==> config.mk <==
export PLATFORM = sky130hd
export DESIGN_NAME = lte_front
export DESIGN_NICKNAME = d
export VERILOG_FILES = /design/src/rtl/lte_pkg.sv /design/src/rtl/lte_front.sv
export SDC_FILE = /design/constraint.sdc
export NUM_CORES = 1
export LEC_CHECK = 0
export BUFFER_PORTS_ARGS = -buffer_cell sky130_fd_sc_hd__clkbuf_2
export CORE_ASPECT_RATIO = 1.75
export CORE_MARGIN = 2
export CORE_UTILIZATION = 40
export DETAILED_ROUTE_END_ITERATION = 6
export PLACE_DENSITY = 0.76
export SLEW_MARGIN = 5
export SYNTH_ARGS = -nofsm -noshare
export SYNTH_HDL_FRONTEND = slang
export SYNTH_SLANG_ARGS = --single-unit
==> constraint.sdc <==
create_clock -name clk -period 10.35 [get_ports clk]
set_clock_uncertainty 0.05 [all_clocks]
set_input_delay 2.5875 -clock clk [delete_from_list [all_inputs] [get_ports clk]]
set_output_delay 2.5875 -clock clk [all_outputs]
set_load 0.05 [all_outputs]
==> src/rtl/lte_pkg.sv <==
package lte_pkg;

	localparam int unsigned QUEUE_DEPTH = 2;

	localparam logic [1:0] KIND_ADD   = 2'd0;
	localparam logic [1:0] KIND_FINDH = 2'd1;
	localparam logic [1:0] KIND_FINDA = 2'd2;
	localparam logic [1:0] KIND_CHECK = 2'd3;

	typedef struct packed {
		logic [63:0] hw_high;
		logic [63:0] hw_low;
		logic [31:0] address;
		logic [31:0] expiry;
	} entry_t;

	// command as classified by the front end
	typedef struct packed {
		logic [1:0]  kind;
		logic [63:0] hw_high;
		logic [63:0] hw_low;
		logic [31:0] address;
		logic [31:0] seconds;
		logic [7:0]  index;
		logic [31:0] now;
		logic        hw_nz;
		logic        ip_nz;
	} cmd_t;

	typedef struct packed {
		logic        found;
		logic [7:0]  slot;
		entry_t      entry;
		logic        was_expired;
	} res_t;

endpackage

==> src/rtl/lte_front.sv <==
module lte_front (
	input  logic              clk,
	input  logic              arst_n,
	input  logic              in_valid,
	output logic              in_ready,
	input  logic [1:0]        kind,
	input  logic [63:0]       hw_addr_high,
	input  logic [63:0]       hw_addr_low,
	input  logic [31:0]       ip_address,
	input  logic [31:0]       lease_seconds,
	input  logic [7:0]        entry_index,
	input  logic [31:0]       now,
	output logic              cmd_valid,
	output lte_pkg::cmd_t     cmd,
	input  logic              cmd_pop
);

	lte_pkg::cmd_t fifo_q [lte_pkg::QUEUE_DEPTH];
	logic          wr_ptr_q;
	logic          rd_ptr_q;
	logic [1:0]    count_q;
	lte_pkg::cmd_t incoming;
	logic          push;
	logic          pop;

	always_comb begin
		incoming.kind    = kind;
		incoming.hw_high = hw_addr_high;
		incoming.hw_low  = hw_addr_low;
		incoming.address = ip_address;
		incoming.seconds = lease_seconds;
		incoming.index   = entry_index;
		incoming.now     = now;
		incoming.hw_nz   = (hw_addr_high != 64'd0) || (hw_addr_low != 64'd0);
		incoming.ip_nz   = ip_address != 32'd0;
	end

	assign in_ready  = count_q != 2'(lte_pkg::QUEUE_DEPTH);
	assign push      = in_valid && in_ready;
	assign cmd_valid = count_q != 2'd0;
	assign pop       = cmd_pop && cmd_valid;
	assign cmd       = fifo_q[rd_ptr_q];

	always_ff @(posedge clk) begin
		if (push) begin
			fifo_q[wr_ptr_q] <= incoming;
		end
	end

	always_ff @(posedge clk or negedge arst_n) begin
		if (!arst_n) begin
			wr_ptr_q <= 1'b0;
			rd_ptr_q <= 1'b0;
			count_q  <= 2'd0;
		end else begin
			if (push) begin
				wr_ptr_q <= ~wr_ptr_q;
			end
			if (pop) begin
				rd_ptr_q <= ~rd_ptr_q;
			end
			count_q <= count_q + 2'(push) - 2'(pop);
		end
	end

endmodule

==> run_results.csv, run 1 <==
group,metric,value,unit
outcome,status,"completed",
global_route,overflow,0,
cts,cts_root_buffer,"clkbuf_16",
timing,min_period,5.63,ns
critical_path,slowest_stage,"dfrtp_4",
critical_path,end_kind,"primary output",
final_layout,drive_gt1_share,58.7,%
logic_synthesis,synth_cell_types,18,
timing,slew_violations,0,
logic_synthesis,yosys-mux-area-fraction,15.1,%
critical_path,worstPathRequired,7.71,ns
critical_path,crit_chain,"buf_4, mux2_2, clkbuf_2",
detailed_routing,wire_per_inst,21.6,um
cts,htreeDepth,2,
logic_synthesis,synth_fa_ha_area_share,0.142,%
timing,tns,0,ns
cts,postCtsSetupBuffers,0,
min_path,hold_class,"flop to flop",
logic_synthesis,synth_top_area_share,80.4,%
critical_path,cp_top_family,"buffers and inverters",
placed_design,hpwlAfterDp,29300,um
timing,hold_viol,0,
timing,worst_pin_slew,1.08,ns
logic_synthesis,avgSynthCellArea,21.9,sq um
global_route,grt_pass1_vias,10043,
die,rows,101,
critical_path,arrival,3.00,ns
run,maxCapViolCount,0,
detailed_routing,drt_iter0_drc,744,
pwr,p_leak,8.12,nW
detailed_routing,vias,9529,
global_route,grt_max_degree,167,
pwr,power_density,337,nW/um^2
cts,clock-sinks,476,
timing,max_freq,0.178,GHz
logic_synthesis,seq_area_frac_synth,80.9,%
die,ios,476,
global_route,grtUsageTotal,17.1,%
critical_path,worstPathMaxFanout,66,
placed_design,gp_congestion,0.898,
detailed_routing,first_pass_iters,6,
final_layout,syn2layout_area_growth,24.6,%
final_layout,final_nets,1547,
cts,holdBufCountCts,0,
logic_synthesis,yosys.area_share.simple,2.12,%
logic_synthesis,synthTopCellsByCount,"472 x edfxtp_1, 236 x mux2_2, 41 x nor4_1, 20 x buf_6, 10 x nand4_1",
critical_path,critPathBufInv,2,
global_route,antenna_found_initial,1,
logic_synthesis,yosys_register_bits,476,
timing,setup_viol,0,
logic_synthesis,synth_area_leaders,"edfxtp_1 80%, mux2_2 15%, nor4_1 1.5%, buf_6 1.3%, dfrtp_1 0.57%",
detailed_routing,antenna_left,0,
final_layout,fill_cells,3533,
logic_synthesis,synth_compound_area_share,0,%
logic_synthesis,synth.most_common_cell,"edfxtp_1",
detailed_routing,wirelength,41200,um
logic_synthesis,yosys_warnings,0,
cts,cts_resized,0,
timing,slew_headroom,28.2,%
timing,rsz0062_at_grt,"no",
cts,cts.path.max_buffers,3,
die,fp.dieH,282,um
critical_path,worstSetupPathType,"flop to primary output",
logic_synthesis,synth_edf_count,472,
cts,clk_pin_slew,0.06,ns
detailed_routing,drc,0,
global_route,grt_pass1_wl,58300,um
logic_synthesis,synth_top_family_by_area,"multiplexers",
logic_synthesis,synth_fp_nets,1045,
logic_synthesis,synth_area_leader_cell,"edfxtp_1",
die,die_w,163,um
die,die-area,45900,sq um
die,start_util,40.6,%
logic_synthesis,synth_flop_cell,"edfxtp_1",
critical_path,max_stage_delay,0.92,ns
die,core,43500,sq um
critical_path,start_kind,"flop",
detailed_routing,vias_per_cell,4.99,
cts,cts_buffers,43,
timing,worst_hold_slack,0.493,ns
placed_design,io_buffer_count,475,
cts,insertion_delay,0.53,ns
logic_synthesis,netlist_area,17600,sq um
logic_synthesis,ys_async_sr_fraction,0.840,%
timing,period_share,54.4,%
logic_synthesis,synth_xor_area_share,0.199,%
cts,cts_tree,"yes",
pwr,irDropWorstVdd,0.376,mV
logic_synthesis,syn_inst,805,
-- through the flow --
stage                     std cells  area [sq um]  total power, mW  utilization, %  setup WS (ns)
after floorplan                 805         17600             5.31               -          0.980
after global placement         1828         20600             5.83            47.3           5.07
after detailed placement       1828         20600             5.87            47.3           5.04
after CTS                      1906         22000             7.47            50.5           4.70
after global routing           1907         22000             7.65            50.5           4.57
final                          1910         22000             7.40            50.5           4.72
-- report_power, final --
part	leakage, nW	switching [mW]	internal, mW
registers	4.42	0.145	2.64
logic	3.01	2.27	0.766
clock network	0.682	0.663	0.915
total	8.12	3.07	4.32
-- kinds of logic after synthesis --
logic type / Yosys count
muxes: 236
DFF: 476
adders and majority gates: 2
xor gates and xnor gates: 4
buffers and inverters: 27
and+or+nand+nor: 60
-- worst register-to-register path: stages (launching register included) --
cell and delay (ns):
dfrtp_1 0.41, nand2b_1 0.14, and3_4 0.48, buf_4 0.72, buf_4 0.95
-- flip-flops by register name, summed over array words and instances (netlist names) --
name,flops
count_q,2
wr_ptr_q,1
fifo_q,472
rd_ptr_q,1
-- area by class of cell --
class / count / area, sq um / area share [%]
clock buffer: 60 / 1200 / 5.47
timing repair buffer: 483 / 2460 / 11.2
sequential: 476 / 14300 / 65.0
multi-input combinational: 302 / 3100 / 14.1
antenna: 4 / 10.0 / 0.0456
tap: 566 / 708 / 3.22
clock inverter: 18 / 205 / 0.934
inverter: 1 / 3.75 / 0.0171
-- placed cells by master (no fill, tap or decap) --
cell type,count
clkbuf_1,13
nor4_1,41
bufinv_16,4
dfrtp_1,3
and3_4,1
nand2_1,2
buf_12,2
nand2b_1,1
clkbuf_2,475
buf_4,6
nor2_4,1
ha_1,2
and2_1,1
nand4_1,10
inv_1,1
inv_6,1
xor2_1,1
edfxtp_1,472
nor4_2,1
xnor2_1,3
dfrtp_4,1
diode_2,4
mux2_2,236
clkbuf_8,2
clkinvlp_4,2
clkbuf_16,45
clkinv_2,6
clkinv_1,4
clkinv_8,1
or2_2,2
-- final timing paths --
path                       startpoint             to  slack, ns  depth (start not counted)
max                          rd_ptr_q       cmd[176]       4.72                          3
min                        count_q[0]     count_q[0]       0.49                          1
max reg2reg                count_q[1]  fifo_q[1][87]       7.15                          4
min reg2reg                count_q[0]     count_q[0]       0.49                          1
max in group asynchronous      arst_n       rd_ptr_q       8.29                          1
min in group asynchronous      arst_n       wr_ptr_q       1.81                          1
-- per-layer routing --
metal  global-route usage (%)  vias to the layer above  part of all wire [%]
met1                     18.1                     4725                    35
met2                     31.7                      422                    55
met4                     8.37                        0                   4.5
met3                     3.55                      101                   6.2
met5                        0                        -                     0
li1                         -                     4281                     -
No activity file was read; power rests on OpenSTA's default activity.
==> run 2: changes to the inputs <==
--- a/config.mk
+++ b/config.mk
@@ -10,7 +10,7 @@
 export CORE_MARGIN = 2
 export CORE_UTILIZATION = 40
 export DETAILED_ROUTE_END_ITERATION = 6
-export PLACE_DENSITY = 0.76
+export PLACE_DENSITY = 0.74
 export SLEW_MARGIN = 5
 export SYNTH_ARGS = -nofsm -noshare
 export SYNTH_HDL_FRONTEND = slang
==> constraint.sdc (replaced) <==
create_clock -name clk -period 5.55 [get_ports clk]
set_clock_uncertainty 0.05 [all_clocks]
set_input_delay 1.3875 -clock clk [delete_from_list [all_inputs] [get_ports clk]]
set_output_delay 1.3875 -clock clk [all_outputs]
set_load 0.05 [all_outputs]
==> run 2 against run 1 <==
Power rose by 86%. Setup slack lost 3.4 ns. Via count increased by 1.2%. Clock-buffer cell count down 3. First-iteration DRC count is 2.2% higher. Final cell count up 0.31%. Sequential power up 87%. Clock power rose by 74%. Sequential share of layout area shrank 0.081 points. Critical endpoint is now cmd[129].
==> run_results.csv, run 2 (synthesized netlist as in run 1, its figures left out) <==
group,metric,value,unit
critical_path,reg2reg_depth,4,
global_route,grtUsageTotal,17.6,%
pwr,intPower,7.99,mW
detailed_routing,wire_per_inst,22.1,um
cts,htreeDepth,2,
timing,min_period,4.28,ns
cts,cts_tree,"yes",
die,fp.dieH,282,um
detailed_routing,wirelength,42300,um
pwr,switchingPower,5.76,mW
critical_path,worstPathRequired,4.11,ns
min_path,hold_class,"flop to flop",
cts,holdBufCountCts,0,
global_route,grt_pass1_wl,60000,um
pwr,sw_frac_of_total,41.9,%
die,start_util,40.6,%
timing,tns,0,ns
placed_design,io_buffer_count,475,
final_layout,final_nets,1560,
timing,hold_viol,0,
timing,slew_headroom,29.1,%
timing,worst_pin_slew,1.06,ns
final_layout,syn2layout_area_growth,24.7,%
pwr,total_power,13.7,mW
timing,rsz0062_at_grt,"no",
cts,cts_root_buffer,"clkbuf_16",
placed_design,dp.cells,1843,
critical_path,arrival,2.84,ns
detailed_routing,first_pass_iters,5,
die,die_w,163,um
pwr,power_density,625,nW/um^2
detailed_routing,vias_per_cell,5.03,
final_layout,instances_no_fill,1916,
global_route,overflow,0,
final_layout,reg_top3,"fifo_q x472, count_q x2",
timing,period_share,77.1,%
detailed_routing,drc,0,
outcome,status,"completed",
final_layout,mostFrequentLayoutCell,"clkbuf_2",
placed_design,hpwlAfterDp,30300,um
global_route,grt_max_degree,80,
final_layout,final_util,50.6,%
pwr,p_comb_share,42.3,%
placed_design,dpl_worst_slack,1.66,ns
placed_design,gp_congestion,0.930,
cts,cts_resized,0,
timing,slew_violations,0,
global_route,grt_pass1_vias,10075,
critical_path,end_kind,"primary output",
detailed_routing,vias,9643,
timing,max_freq,0.234,GHz
cts,clock-sinks,476,
pwr,p_clk_share,20.0,%
critical_path,reg2reg_slack,3.12,ns
cts,cts.path.max_buffers,3,
pwr,irDropWorstVdd,0.346,mV
pwr,p_leak,8.14,nW
die,core,43500,sq um
critical_path,critPathLaunch,"rd_ptr_q",
critical_path,critPathCapture,"cmd[129]",
detailed_routing,antenna_left,0,
critical_path,start_kind,"flop",
detailed_routing,drt_iter0_drc,760,
final_layout,layout_common_cells,"475 x clkbuf_2, 472 x edfxtp_1, 236 x mux2_2, 41 x nor4_1, 41 x clkbuf_16",
critical_path,slowest_stage,"dfrtp_4",
critical_path,r2r_start,"count_q[1]",
critical_path,crit_chain,"buf_4, mux2_2, clkbuf_2",
die,die-area,45900,sq um
cts,clk_pin_slew,0.06,ns
critical_path,r2r_end,"fifo_q[0][195]",
final_layout,regMostFlops,"fifo_q",
run,maxCapViolCount,0,
final_layout,drive_gt1_share,58.6,%
critical_path,max_stage_delay,1.12,ns
cts,postCtsSetupBuffers,0,
global_route,antenna_found_initial,3,
critical_path,worstSetupPathType,"flop to primary output",
timing,setup_viol,0,
cts,cts_buffers,41,
final_layout,largest_register_ffs,472,
die,rows,101,
pwr,power.share.sequential,37.7,%
cts,insertion_delay,0.53,ns
timing,setup_slack,1.27,ns
die,ios,476,
critical_path,worstPathMaxFanout,63,
run 2: cell types whose count changed in the layout (fill, tap and decap cells not counted), moves of 2 or more:
cell and delta:
buf_4 +9, buf_12 +6, clkbuf_16 -4, clkbuf_1 +3, clkbuf_8 -2, clkinv_2 -2, diode_2 -2
run 2: layout make-up:
type                       count  area (sq um)
antenna                        2          5.00
clock buffer                  57          1090
clock inverter                14           166
fill                        3616         21500
inverter                       1          3.75
multi-input combinational    302          3100
sequential                   476         14300
tap                          566           708
timing repair buffer         498          2650
run 2: stage by stage:
stage                     area [sq um]  hold WS (ns)
after floorplan                  17600         0.433
after global placement           20700         0.448
after detailed placement         20700         0.459
after CTS                        22000         0.473
after global routing             22000         0.506
final                            22000         0.472
run 2: critical path: cells and delay by family (launching register included):
family | cells | cell delay, ns
buffers and inverters | 2 | 0.71
flip-flops | 1 | 1.12
multiplexers | 1 | 0.39
run 2: power by group through the flow:
stage          combinational [mW]  sequential (mW)  clock, mW
6_report                     5.81             5.19       2.75
3_5_place_dp                 5.85             5.27          0
4_1_cts                      5.87             5.20       2.82
2_1_floorplan                4.61             5.19          0
5_1_grt                      6.04             5.26       2.93
3_3_place_gp                 5.82             5.23          0
run 2: worst min-delay path by stage:
stage                       to  depth (start not counted)  startpoint
floorplan           count_q[0]                          1  count_q[0]
global placement    count_q[0]                          1  count_q[0]
detailed placement  count_q[0]                          1  count_q[0]
CTS                 count_q[0]                          1  count_q[0]
global route        count_q[0]                          1  count_q[0]
finish              count_q[0]                          1  count_q[0]
run 2: metal layers:
layer  track usage, %  part of all wire, %  wire length (um)  up-vias
met5                0                    0                 0        -
met4             6.94                  3.5              1490        0
met3             3.37                  5.9              2500       88
met2             33.8                   56             23700      439
met1             18.7                   35             14700     4810
li1                 -                    -                 -     4306
==> run 3: changes to the inputs <==
--- a/config.mk
+++ b/config.mk
@@ -5,12 +5,13 @@
 export SDC_FILE = /design/constraint.sdc
 export NUM_CORES = 1
 export LEC_CHECK = 0
+export ABC_AREA = 1
 export BUFFER_PORTS_ARGS = -buffer_cell sky130_fd_sc_hd__clkbuf_2
 export CORE_ASPECT_RATIO = 1.75
 export CORE_MARGIN = 2
 export CORE_UTILIZATION = 40
 export DETAILED_ROUTE_END_ITERATION = 6
-export PLACE_DENSITY = 0.74
+export PLACE_DENSITY = 0.73
 export SLEW_MARGIN = 5
 export SYNTH_ARGS = -nofsm -noshare
 export SYNTH_HDL_FRONTEND = slang
==> constraint.sdc (replaced) <==
create_clock -name clk -period 4.5 [get_ports clk]
set_clock_uncertainty 0.05 [all_clocks]
set_input_delay 1.125 -clock clk [delete_from_list [all_inputs] [get_ports clk]]
set_output_delay 1.125 -clock clk [all_outputs]
set_load 0.05 [all_outputs]
==> run 3 against run 2 <==
Final cell count grew 30%. Combinational power grew 42%. Cell area grew 2.1%. First-iteration DRC count grew 0.26%. Setup slack lost 0.40 ns. Die area grew 1.6%. Routed wire length grew 5.2%. Via count grew 22%. Non-clock buffer count shrank 4. Critical path type unchanged. Critical endpoint is now cmd[11]. Largest power group unchanged. Highest routed layer is now met5.
==> run_results.csv, run 3 <==
group,metric,value,unit
pwr,p_clk_share,20.2,%
critical_path,worstPathRequired,3.32,ns
logic_synthesis,ys_async_sr_fraction,0.840,%
logic_synthesis,syn_inst,1400,
die,core,44300,sq um
pwr,power_density,812,nW/um^2
logic_synthesis,synth_area_leader_cell,"edfxtp_1",
cts,insertion_delay,0.54,ns
cts,cts_tree,"yes",
timing,period_share,80.7,%
timing,worst_pin_slew,0.830,ns
logic_synthesis,avgSynthCellArea,12.8,sq um
cts,cts_resized,0,
global_route,grt_pass1_vias,12062,
placed_design,hpwlAfterDp,30700,um
final_layout,largest_register_ffs,472,
logic_synthesis,synth_flop_cell,"edfxtp_1",
timing,slew_headroom,44.6,%
cts,cts_root_buffer,"clkbuf_16",
final_layout,multi_input_area,3290,sq um
logic_synthesis,yosys_warnings,0,
logic_synthesis,synth_top_area_share,79.0,%
placed_design,io_buffer_count,475,
min_path,hold_class,"primary input to async pin",
critical_path,critPathBufInv,3,
cts,postCtsSetupBuffers,0,
placed_design,gp_congestion,0.914,
detailed_routing,wirelength,44500,um
detailed_routing,drt_iter0_drc,762,
global_route,overflow,0,
final_layout,drive_gt1_share,29.4,%
pwr,intPower,9.66,mW
global_route,grt_pass1_wl,65900,um
die,die-area,46600,sq um
critical_path,worstPathMaxFanout,74,
logic_synthesis,synth_cell_types,15,
logic_synthesis,synth.most_common_cell,"nand2_1",
critical_path,crit_chain,"inv_6, buf_12, nand2_1, nand2_1, clkbuf_2",
critical_path,worstSetupPathType,"flop to primary output",
cts,holdBufCountCts,0,
pwr,p_comb_share,45.4,%
critical_path,slowest_stage,"dfrtp_4",
final_layout,reg_top3,"fifo_q x472, count_q x2",
pwr,switchingPower,8.57,mW
final_layout,regArea,14300,sq um
timing,rsz0062_at_grt,"no",
die,fp.dieH,284,um
critical_path,crit_top_cell,"nand2_1",
final_layout,regMostFlops,"fifo_q",
detailed_routing,antenna_left,0,
pwr,p_leak,9.68,nW
final_layout,layout_common_cells,"738 x nand2_1, 475 x clkbuf_2, 472 x edfxtp_1, 71 x nor2_1, 45 x clkbuf_16",
timing,hold_viol,0,
cts,cts.path.max_buffers,3,
cts,clock-sinks,476,
timing,setup_viol,0,
pwr,irDropWorstVdd,0.729,mV
logic_synthesis,netlist_area,17900,sq um
logic_synthesis,synthTopCellsByCount,"739 x nand2_1, 472 x edfxtp_1, 73 x nor2_1, 41 x buf_2, 29 x inv_1",
timing,min_period,3.63,ns
final_layout,final_util,50.7,%
critical_path,max_stage_delay,0.51,ns
cts,htreeDepth,2,
critical_path,cp_top_family,"buffers and inverters",
timing,tns,0,ns
cts,clk_pin_slew,0.07,ns
global_route,grtUsageTotal,18.5,%
cts,cts_buffers,43,
critical_path,arrival,2.46,ns
detailed_routing,vias_per_cell,4.73,
logic_synthesis,seq_area_frac_synth,79.6,%
outcome,status,"completed",
logic_synthesis,yosys_register_bits,476,
critical_path,start_kind,"flop",
detailed_routing,vias,11789,
detailed_routing,first_pass_iters,5,
die,ios,476,
logic_synthesis,synth_edf_count,472,
detailed_routing,drc,0,
logic_synthesis,synth_area_leaders,"edfxtp_1 79%, nand2_1 15%, nor2_1 1.5%, buf_2 1.1%, inv_1 0.61%",
die,rows,102,
die,start_util,40.5,%
final_layout,fill_cells,3798,
pwr,power.share.sequential,34.4,%
critical_path,end_kind,"primary output",
timing,max_freq,0.275,GHz
final_layout,mostFrequentLayoutCell,"nand2_1",
run,maxCapViolCount,0,
global_route,grt_max_degree,169,
detailed_routing,wire_per_inst,17.9,um
timing,slew_violations,0,
final_layout,syn2layout_area_growth,25.2,%
die,die_w,164,um
logic_synthesis,synth_fp_nets,1640,
global_route,antenna_found_initial,2,
pwr,sw_frac_of_total,47.0,%
final_layout,final_nets,2127,
run 3: cell types whose count changed in the layout (fill, tap and decap cells not counted), moves of 11 or more:
cell | before | now
nor4_1 | 41 | 8
clkbuf_1 | 16 | 5
nand2_1 | 2 | 738
inv_1 | 1 | 28
nor2_1 | 0 | 71
mux2_2 | 236 | 0
run 3: kinds of logic after synthesis:
logic type               share of synthesized area [%]
adder cells (fa/ha/maj)                          0.140
buffers and inverters                             2.21
AO/OA/AOI/OAI                                   0.0279
XOR/XNOR                                         0.147
flip-flops                                        79.6
AND/OR/NAND/NOR                                   17.9
run 3: metrics by stage:
stage,cells,worst slack [ns],hold WS (ns),power (mW),cell area [sq um]
global placement,2414,1.46,0.457,14.6,21000
detailed placement,2414,1.43,0.495,14.7,21000
finish,2493,0.869,0.330,18.2,22500
CTS,2492,0.839,0.306,18.4,22500
global route,2493,0.751,0.310,19.0,22500
floorplan,1400,-0.716,0.442,12.6,18000
run 3: layout make-up:
| cell class | count | area share [%] |
|---|---|---|
| timing repair buffer | 494 | 11.7 |
| tap | 572 | 3.19 |
| inverter | 29 | 0.507 |
| antenna | 1 | 0.0111 |
| clock buffer | 51 | 5.16 |
| multi-input combinational | 843 | 14.7 |
| clock inverter | 27 | 1.22 |
| sequential | 476 | 63.6 |
run 3: path summary, 6_finish.rpt:
check / start / end / slack [ns] / depth (start not counted)
max: rd_ptr_q / cmd[11] / 0.87 / 5
min: arst_n / wr_ptr_q / 0.33 / 1
max reg2reg: count_q[1] / fifo_q[0][68] / 2.23 / 5
min reg2reg: count_q[0] / count_q[0] / 0.50 / 1
max in group asynchronous: arst_n / rd_ptr_q / 3.92 / 1
min in group clk: count_q[0] / count_q[0] / 0.50 / 1
run 3: per-layer routing:
layer	routed length (um)	up-vias	part of all wire [%]	global-route usage, %
met5	13	-	0.029	0
met4	1990	2	4.5	8.60
met3	3150	117	7.1	4.29
met2	24100	463	54	34.6
met1	15300	5542	34	19.1
li1	-	5665	-	-
run 3: power groups by stage:
stage,clock [mW],combinational [mW],sequential [mW]
global route,3.92,8.76,6.34
CTS,3.77,8.36,6.27
finish,3.69,8.27,6.26
floorplan,0,6.17,6.41
detailed placement,0,8.34,6.36
global placement,0,8.26,6.32
